===== src/sv/b64enc_pkg.sv =====
`timescale 1ns / 1ps

package b64enc_pkg;

    localparam logic [6:0] CH_CR  = 7'd13;
    localparam logic [6:0] CH_LF  = 7'd10;
    localparam logic [6:0] CH_PAD = 7'd61;

    localparam logic [4:0] GROUPS_PER_LINE_RESET = 5'd19;

    // character slots of one group
    localparam logic [2:0] SLOT_CR = 3'd4;
    localparam logic [2:0] SLOT_LF = 3'd5;

    // one group of output characters, built by the front and spelled by the back
    typedef struct packed {
        logic [7:0] b0;
        logic [7:0] b1;
        logic [7:0] b2;
        logic [1:0] pad;
        logic       crlf;
        logic       msg_last;
    } job_t;

    function automatic logic [6:0] sym_char(input logic [5:0] v);
        logic [6:0] c;
        if (v < 6'd26)
        begin
            c = 7'd65 + {1'b0, v};
        end
        else if (v < 6'd52)
        begin
            c = 7'd71 + {1'b0, v};
        end
        else if (v < 6'd62)
        begin
            c = {1'b0, v} - 7'd4;
        end
        else if (v == 6'd62)
        begin
            c = 7'd43;
        end
        else
        begin
            c = 7'd47;
        end
        return c;
    endfunction

endpackage


===== src/sv/b64enc_front.sv =====
`timescale 1ns / 1ps

module b64enc_front (
    input  logic                 clk,
    input  logic                 rst_n,
    input  logic                 in_valid,
    output logic                 in_stall,
    input  logic [7:0]           data_byte,
    input  logic                 byte_present,
    input  logic                 end_of_message,
    input  logic                 cfg_wr_en,
    input  logic [4:0]           cfg_wr_data,
    input  logic                 q_full,
    output logic                 q_push,
    output b64enc_pkg::job_t     q_job
);

    logic [4:0] gpl_reg;
    logic [7:0] held0_reg, held0_next;
    logic [7:0] held1_reg, held1_next;
    logic [1:0] cnt_reg, cnt_next;
    logic [4:0] gol_reg, gol_next;

    logic       accept;
    logic       full_group;
    logic       tail;
    logic [4:0] gol_inc;
    logic [1:0] cnt_byte;

    assign in_stall = q_full;
    assign accept   = in_valid && !q_full;
    assign gol_inc  = gol_reg + 5'd1;

    always_comb
    begin
        held0_next = held0_reg;
        held1_next = held1_reg;
        cnt_byte   = cnt_reg;
        gol_next   = gol_reg;
        full_group = 1'b0;
        if (byte_present)
        begin
            if (cnt_reg < 2'd2)
            begin
                if (cnt_reg[0])
                begin
                    held1_next = data_byte;
                end
                else
                begin
                    held0_next = data_byte;
                end
                cnt_byte = cnt_reg + 2'd1;
            end
            else
            begin
                full_group = 1'b1;
                cnt_byte   = 2'd0;
                gol_next   = (gol_inc == gpl_reg) ? 5'd0 : gol_inc;
            end
        end
        tail     = end_of_message && (cnt_byte != 2'd0);
        cnt_next = cnt_byte;
        if (end_of_message)
        begin
            cnt_next = 2'd0;
            gol_next = 5'd0;
        end

        q_job.msg_last = end_of_message;
        q_job.b0       = held0_next;
        if (full_group)
        begin
            q_job.b1   = held1_next;
            q_job.b2   = data_byte;
            q_job.pad  = 2'd0;
            q_job.crlf = (gol_inc == gpl_reg);
        end
        else
        begin
            q_job.b1   = (cnt_byte == 2'd2) ? held1_next : 8'd0;
            q_job.b2   = 8'd0;
            q_job.pad  = (cnt_byte == 2'd2) ? 2'd1 : 2'd2;
            q_job.crlf = 1'b0;
        end
    end

    assign q_push = accept && (full_group || tail);

    always_ff @(posedge clk or negedge rst_n)
    begin
        if (!rst_n)
        begin
            gpl_reg   <= b64enc_pkg::GROUPS_PER_LINE_RESET;
            held0_reg <= 8'd0;
            held1_reg <= 8'd0;
            cnt_reg   <= 2'd0;
            gol_reg   <= 5'd0;
        end
        else
        begin
            if (cfg_wr_en)
            begin
                gpl_reg <= cfg_wr_data;
            end
            if (accept)
            begin
                held0_reg <= held0_next;
                held1_reg <= held1_next;
                cnt_reg   <= cnt_next;
                gol_reg   <= gol_next;
            end
        end
    end

`ifndef SYNTHESIS
    a_cnt_range: assert property (@(posedge clk) disable iff (!rst_n)
        cnt_reg != 2'd3)
        else $error("held byte count out of range");
    a_end_clears: assert property (@(posedge clk) disable iff (!rst_n)
        accept && end_of_message |=> cnt_reg == 2'd0 && gol_reg == 5'd0)
        else $error("message close did not clear state");
    a_push_not_full: assert property (@(posedge clk) disable iff (!rst_n)
        q_push |-> !q_full)
        else $error("push into full queue");
`endif

endmodule


===== src/sv/b64enc_fifo.sv =====
`timescale 1ns / 1ps

module b64enc_fifo #(
    parameter int DEPTH = 2
) (
    input  logic             clk,
    input  logic             rst_n,
    input  logic             push,
    input  b64enc_pkg::job_t push_job,
    input  logic             pop,
    output logic             full,
    output logic             empty,
    output b64enc_pkg::job_t head
);

    localparam int PTR_W = (DEPTH > 1) ? $clog2(DEPTH) : 1;
    localparam int CNT_W = $clog2(DEPTH + 1);

    b64enc_pkg::job_t mem_reg [DEPTH];
    logic [PTR_W-1:0] wr_ptr_reg;
    logic [PTR_W-1:0] rd_ptr_reg;
    logic [CNT_W-1:0] count_reg;

    assign full  = (count_reg == CNT_W'(DEPTH));
    assign empty = (count_reg == '0);
    assign head  = mem_reg[rd_ptr_reg];

    always_ff @(posedge clk)
    begin
        if (push)
        begin
            mem_reg[wr_ptr_reg] <= push_job;
        end
    end

    always_ff @(posedge clk or negedge rst_n)
    begin
        if (!rst_n)
        begin
            wr_ptr_reg <= '0;
            rd_ptr_reg <= '0;
            count_reg  <= '0;
        end
        else
        begin
            if (push)
            begin
                wr_ptr_reg <= (wr_ptr_reg == PTR_W'(DEPTH - 1)) ? '0 : wr_ptr_reg + 1'b1;
            end
            if (pop)
            begin
                rd_ptr_reg <= (rd_ptr_reg == PTR_W'(DEPTH - 1)) ? '0 : rd_ptr_reg + 1'b1;
            end
            if (push && !pop)
            begin
                count_reg <= count_reg + 1'b1;
            end
            else if (pop && !push)
            begin
                count_reg <= count_reg - 1'b1;
            end
        end
    end

`ifndef SYNTHESIS
    a_no_overflow: assert property (@(posedge clk) disable iff (!rst_n)
        !(push && full && !pop))
        else $error("queue overflow");
    a_no_underflow: assert property (@(posedge clk) disable iff (!rst_n)
        pop |-> !empty)
        else $error("queue underflow");
    a_count_range: assert property (@(posedge clk) disable iff (!rst_n)
        count_reg <= CNT_W'(DEPTH))
        else $error("queue count out of range");
`endif

endmodule


===== src/sv/b64enc_back.sv =====
`timescale 1ns / 1ps

module b64enc_back (
    input  logic             clk,
    input  logic             rst_n,
    input  logic             q_empty,
    input  b64enc_pkg::job_t q_head,
    output logic             q_pop,
    output logic             out_valid,
    input  logic             out_stall,
    output logic [6:0]       out_char,
    output logic             run_last,
    output logic             message_last
);

    b64enc_pkg::job_t job_reg;
    logic             active_reg;
    logic [2:0]       idx_reg;
    logic             out_valid_reg;
    logic [6:0]       char_reg, char_next;
    logic             run_last_reg;
    logic             msg_last_reg;

    logic             advance;
    logic             is_last;
    logic [23:0]      word;
    logic [2:0]       pad_start;
    logic [5:0]       sextet;

    assign advance   = active_reg && (!out_valid_reg || !out_stall);
    assign is_last   = (idx_reg == (job_reg.crlf ? b64enc_pkg::SLOT_LF : 3'd3));
    assign q_pop     = !q_empty && (!active_reg || (advance && is_last));
    assign word      = {job_reg.b0, job_reg.b1, job_reg.b2};
    assign pad_start = 3'd4 - {1'b0, job_reg.pad};

    always_comb
    begin
        case (idx_reg[1:0])
            2'd0:    sextet = word[23:18];
            2'd1:    sextet = word[17:12];
            2'd2:    sextet = word[11:6];
            default: sextet = word[5:0];
        endcase
        if (idx_reg == b64enc_pkg::SLOT_CR)
        begin
            char_next = b64enc_pkg::CH_CR;
        end
        else if (idx_reg == b64enc_pkg::SLOT_LF)
        begin
            char_next = b64enc_pkg::CH_LF;
        end
        else if (idx_reg >= pad_start)
        begin
            char_next = b64enc_pkg::CH_PAD;
        end
        else
        begin
            char_next = b64enc_pkg::sym_char(sextet);
        end
    end

    always_ff @(posedge clk)
    begin
        if (q_pop)
        begin
            job_reg <= q_head;
        end
        if (advance)
        begin
            char_reg     <= char_next;
            run_last_reg <= is_last;
            msg_last_reg <= is_last && job_reg.msg_last;
        end
    end

    always_ff @(posedge clk or negedge rst_n)
    begin
        if (!rst_n)
        begin
            active_reg    <= 1'b0;
            idx_reg       <= 3'd0;
            out_valid_reg <= 1'b0;
        end
        else
        begin
            if (q_pop)
            begin
                active_reg <= 1'b1;
                idx_reg    <= 3'd0;
            end
            else if (advance && is_last)
            begin
                active_reg <= 1'b0;
            end
            else if (advance)
            begin
                idx_reg <= idx_reg + 3'd1;
            end
            if (advance)
            begin
                out_valid_reg <= 1'b1;
            end
            else if (!out_stall)
            begin
                out_valid_reg <= 1'b0;
            end
        end
    end

    assign out_valid    = out_valid_reg;
    assign out_char     = char_reg;
    assign run_last     = run_last_reg;
    assign message_last = msg_last_reg;

`ifndef SYNTHESIS
    a_idx_range: assert property (@(posedge clk) disable iff (!rst_n)
        active_reg |-> idx_reg <= b64enc_pkg::SLOT_LF)
        else $error("character slot out of range");
    a_msg_last_run_last: assert property (@(posedge clk) disable iff (!rst_n)
        out_valid_reg && msg_last_reg |-> run_last_reg)
        else $error("message end not on last beat of its item");
    a_pop_when_free: assert property (@(posedge clk) disable iff (!rst_n)
        q_pop |-> !active_reg || (advance && is_last))
        else $error("job loaded while another is in progress");
`endif

endmodule


===== src/sv/base64_stream_encoder.sv =====
`timescale 1ns / 1ps

// Streaming Base64 encoder, standard alphabet, one message byte per input beat and one
// ASCII character per output beat. Three bytes make a group of four characters, followed
// by CR LF after every groups_per_line full groups (reset 19, i.e. 76 characters); a beat
// with end_of_message flushes a one- or two-byte tail with '=' padding and marks its last
// character with message_last. Input beats are taken one per cycle, while the queue is
// not full, into a QUEUE_DEPTH group queue; the output side spells one character per cycle
// while a job is queued and out_stall is low, so the sustained input rate is set by the
// single character output register. Write groups_per_line only while idle.
module base64_stream_encoder #(
    parameter int QUEUE_DEPTH = 2
) (
    input  logic       clk,
    input  logic       rst_n,
    input  logic       in_valid,
    output logic       in_stall,
    input  logic [7:0] data_byte,
    input  logic       byte_present,
    input  logic       end_of_message,
    input  logic       cfg_wr_en,
    input  logic [4:0] cfg_wr_data,
    output logic       out_valid,
    input  logic       out_stall,
    output logic [6:0] out_char,
    output logic       run_last,
    output logic       message_last
);

    b64enc_pkg::job_t push_job;
    b64enc_pkg::job_t head_job;
    logic             q_push;
    logic             q_pop;
    logic             q_full;
    logic             q_empty;

    b64enc_front u_front (
        .clk            (clk),
        .rst_n          (rst_n),
        .in_valid       (in_valid),
        .in_stall       (in_stall),
        .data_byte      (data_byte),
        .byte_present   (byte_present),
        .end_of_message (end_of_message),
        .cfg_wr_en      (cfg_wr_en),
        .cfg_wr_data    (cfg_wr_data),
        .q_full         (q_full),
        .q_push         (q_push),
        .q_job          (push_job)
    );

    b64enc_fifo #(
        .DEPTH (QUEUE_DEPTH)
    ) u_fifo (
        .clk      (clk),
        .rst_n    (rst_n),
        .push     (q_push),
        .push_job (push_job),
        .pop      (q_pop),
        .full     (q_full),
        .empty    (q_empty),
        .head     (head_job)
    );

    b64enc_back u_back (
        .clk          (clk),
        .rst_n        (rst_n),
        .q_empty      (q_empty),
        .q_head       (head_job),
        .q_pop        (q_pop),
        .out_valid    (out_valid),
        .out_stall    (out_stall),
        .out_char     (out_char),
        .run_last     (run_last),
        .message_last (message_last)
    );

endmodule

===== config.mk =====
export PLATFORM = sky130hd
export DESIGN_NAME = base64_stream_encoder
export DESIGN_NICKNAME = d
export VERILOG_FILES = /design/src/sv/b64enc_pkg.sv /design/src/sv/b64enc_front.sv /design/src/sv/b64enc_fifo.sv /design/src/sv/b64enc_back.sv /design/src/sv/base64_stream_encoder.sv
export SDC_FILE = /design/constraint.sdc
export NUM_CORES = 1
export LEC_CHECK = 0
export BUFFER_PORTS_ARGS = -buffer_cell sky130_fd_sc_hd__buf_2
export CORE_AREA = 3 3 83 124
export DETAILED_ROUTE_END_ITERATION = 16
export DIE_AREA = 0 0 86 127
export GPL_ROUTABILITY_DRIVEN = 0
export PLACE_DENSITY = 0.85
export SLEW_MARGIN = 10
export SYNTH_ARGS = -nofsm -noshare
export SYNTH_HDL_FRONTEND = slang
export SYNTH_SLANG_ARGS = --single-unit

===== constraint.sdc =====
create_clock -name clk -period 9.54 [get_ports clk]
set_clock_uncertainty 0.15 [all_clocks]
set_input_delay 1.908 -clock clk [delete_from_list [all_inputs] [get_ports clk]]
set_output_delay 1.908 -clock clk [all_outputs]
set_load 0.05 [all_outputs]

==> flow_metrics.env <==
export IMPL_holdBufCountCts=0
export IMPL_grt_pass1_wl_um=17940
export IMPL_maxCapViolations=0
export IMPL_report_final_slew_viol_count=0
export IMPL_cts_made_buffers=17
export IMPL_crit_reg2reg_capture="u_back.out_char[2]"
export IMPL_outcome="completed"
export IMPL_start_kind="input pin"
export IMPL_detail_route_vias_per_cell=6.024
export IMPL_clkSinkCount=130
export IMPL_root_buffer="clkbuf_16"
export IMPL_regToRegStartpoint="u_back.idx_reg[0]"
export IMPL_end_kind="flip-flop"
export IMPL_reg2reg_depth=10
export IMPL_layout_drive_gt1_share=0.2648
export IMPL_yosysTopAreaCell="edfxtp_1"
export IMPL_hold_viol_final=0
export IMPL_r2r_setup_slack_ps=6380
export IMPL_cts_buffer_depth=2
export IMPL_largest_reg_flops=56
export IMPL_hp_class="flip-flop to flip-flop"
export IMPL_synth_top_area_share=0.4811
export IMPL_seq_area_frac_synth=0.6413
export IMPL_track_usage=0.2183
export IMPL_fin_cells=584
export IMPL_cts_tree="built"
export IMPL_num_antenna_cells=0
export IMPL_clk_pin_slew_worst_paths_ps=60
export IMPL_maxSlewHeadroom=0.1976
export IMPL_syn_cell_area_um2=5804
export IMPL_synth_yosys_warnings=0
export IMPL_synthArstFlopShare=0.2846
export IMPL_gr_total_overflow=0
export IMPL_coreArea_um2=9308
export IMPL_startpoint="out_stall"
export IMPL_wl_per_cell_um=18.74
export IMPL_final_util=0.7152
export IMPL_ir_worst_vdd_uv=240.2
export IMPL_nets=493
export IMPL_worst_slew_pin_slew_ps=1204
export IMPL_setup_slack_ps=5929
export IMPL_drtAntennaViolNets=0
export IMPL_num_vias=3518
export IMPL_die_h_um=127
export IMPL_htreeDepth=4
export IMPL_syn_to_final_growth_pct=14.68
export IMPL_setup_viol=0
export IMPL_rows=43
export IMPL_initial_core_util=0.6236
export IMPL_cp_endpoint="u_fifo.count_reg[1]"
export IMPL_fin_setup_tns_ps=0
export IMPL_required_ps=9720
export IMPL_drt_iter0_drc=248
export IMPL_period_share=0.3785
export IMPL_synth_area_leaders="edfxtp_1, dfrtp_1, mux2_2"
export IMPL_drt_first_pass_iters=5
export IMPL_antenna_found_initial=0
export IMPL_cts_resized=0
export IMPL_port_buffers=30
export IMPL_grt_pass1_vias=3626
export IMPL_synth_edf_count=93
export IMPL_min_period_ps=3611
export IMPL_path_class="input pin to flip-flop"
export IMPL_wirelength_um=10950
export IMPL_die_area_um2=10920
export IMPL_dp_hpwl_um=7115
export IMPL_ys_ff_latch=130
export IMPL_grt_max_degree=38
export IMPL_rsz0062_at_grt="false"
export IMPL_synth_area_per_cell_um2=13.82
export IMPL_synth_fp_nets=454
export IMPL_fp_dieW_um=86
export IMPL_ys_flop_type="edfxtp_1"
export IMPL_cp_max_fo=33
export IMPL_fmax_mhz=276.9
export IMPL_total_leakage_power_nw=2.620
export IMPL_io_pins=31
export IMPL_place_ws_ps=5258
export IMPL_worstSkewPairLatency_ps=410
export IMPL_critPathArrivalTime_ps=3790
export IMPL_postCtsSetupRepairBufs=0
export IMPL_power_density_nw_per_um2=350.7
export IMPL_dpl_cell_count=552
export IMPL_synth_cell_type_count=53
export IMPL_route_detailed_drc=0
export IMPL_syn_inst=420
[power breakdown]
group / leakage, nW / internal [mW] / switching [mW] / total (mW)
sequential: 1.30 / 0.783 / 0.0966 / 0.880
clock: 0.293 / 0.433 / 0.223 / 0.657
combinational: 1.02 / 0.317 / 0.481 / 0.798
[how the worst min path moves through the flow]
stage               slack [ps]              endpoint  cells past startpoint            startpoint
floorplan                  290  u_front.held0_reg[0]                      2  u_front.held0_reg[0]
global placement           300  u_front.held0_reg[1]                      2  u_front.held0_reg[1]
detailed placement         310  u_front.held0_reg[2]                      2  u_front.held0_reg[2]
CTS                        330  u_front.held0_reg[2]                      2  u_front.held0_reg[2]
global route               350  u_front.held0_reg[2]                      2  u_front.held0_reg[2]
finish                     320  u_front.held0_reg[2]                      2  u_front.held0_reg[2]
[kinds of logic (layout without fill, tap and decap cells)]
kind of cell | count (synthesis) | after routing | share of synthesized area
AO/OA/AOI/OAI | 71 | 71 | 0.09119
XOR/XNOR | 14 | 14 | 0.02350
flip-flops | 130 | 130 | 0.6413
AND/OR/NAND/NOR | 105 | 105 | 0.08536
adder cells (fa/ha/maj) | 14 | 14 | 0.03018
buffers and inverters | 31 | 83 | 0.02199
multiplexers | 55 | 55 | 0.1065
[metrics by stage]
step,total power [mW],area (µm²),hold slack [ps]
floorplan,1.490,5804,291.8
global placement,1.621,6055,302.5
detailed placement,1.661,6055,310.9
CTS,2.334,6655,325.3
global route,2.457,6656,353.4
finish,2.334,6656,321.9
[placed cells by master, fill, tap and decap left out, drive strengths merged, types with 3 or more instances in the layout]
master,instances
dfstp,3
nand2,50
buf,31
dfrtp,34
nand2b,5
xnor2,5
xor2,8
a21oi,22
nor2,12
and2,5
bufinv,4
ha,14
edfxtp,93
a22oi,3
a222oi,3
clkbuf,20
mux2,51
a21o,4
clkinv,7
and3,8
o21ai,9
mux2i,4
a22o,8
nor3,8
nand3,7
nor2b,4
o211ai,3
a31oi,3
inv,20
o31ai,4
[per-layer routing]
metal / share of wire / track usage
met5: 0 / 0
met4: 0.043 / 0.1370
met3: 0.036 / 0.04968
met2: 0.55 / 0.3780
met1: 0.37 / 0.2375
[cell type report]
class / instances / area [µm²]
timing repair buffer: 31 / 157.7
clock buffer: 20 / 436.7
fill: 588 / 2651
clock inverter: 12 / 163.9
sequential: 130 / 3722
multi-input combinational: 259 / 1961
inverter: 20 / 75.07
tap: 112 / 140.1
[critical path, cell delays in order]
cell,delay [ps]
buf_2,100
nand2_1,90
nand2_1,110
a21oi_4,750
inv_1,130
ha_1,260
xor2_1,150
nor2_1,130
xor2_1,160
[synthesized netlist by cell type (all sizes together) (2+ instances only)]
library cell and number:
a211oi 2, a21o 4, a21oi 22, a222oi 3, a22o 8, a22oi 3, a31oi 3, and2 5
and3 8, buf 3, clkbuf 8, dfrtp 34, dfstp 3, edfxtp 93, ha 14, inv 20
mux2 51, mux2i 4, nand2 50, nand2b 5, nand3 7, nand3b 2, nor2 12, nor2b 4
nor3 8, o211ai 3, o21a 2, o21ai 9, o31ai 4, xnor2 5, xor2 8
No activity file was read; power rests on OpenSTA's default activity.
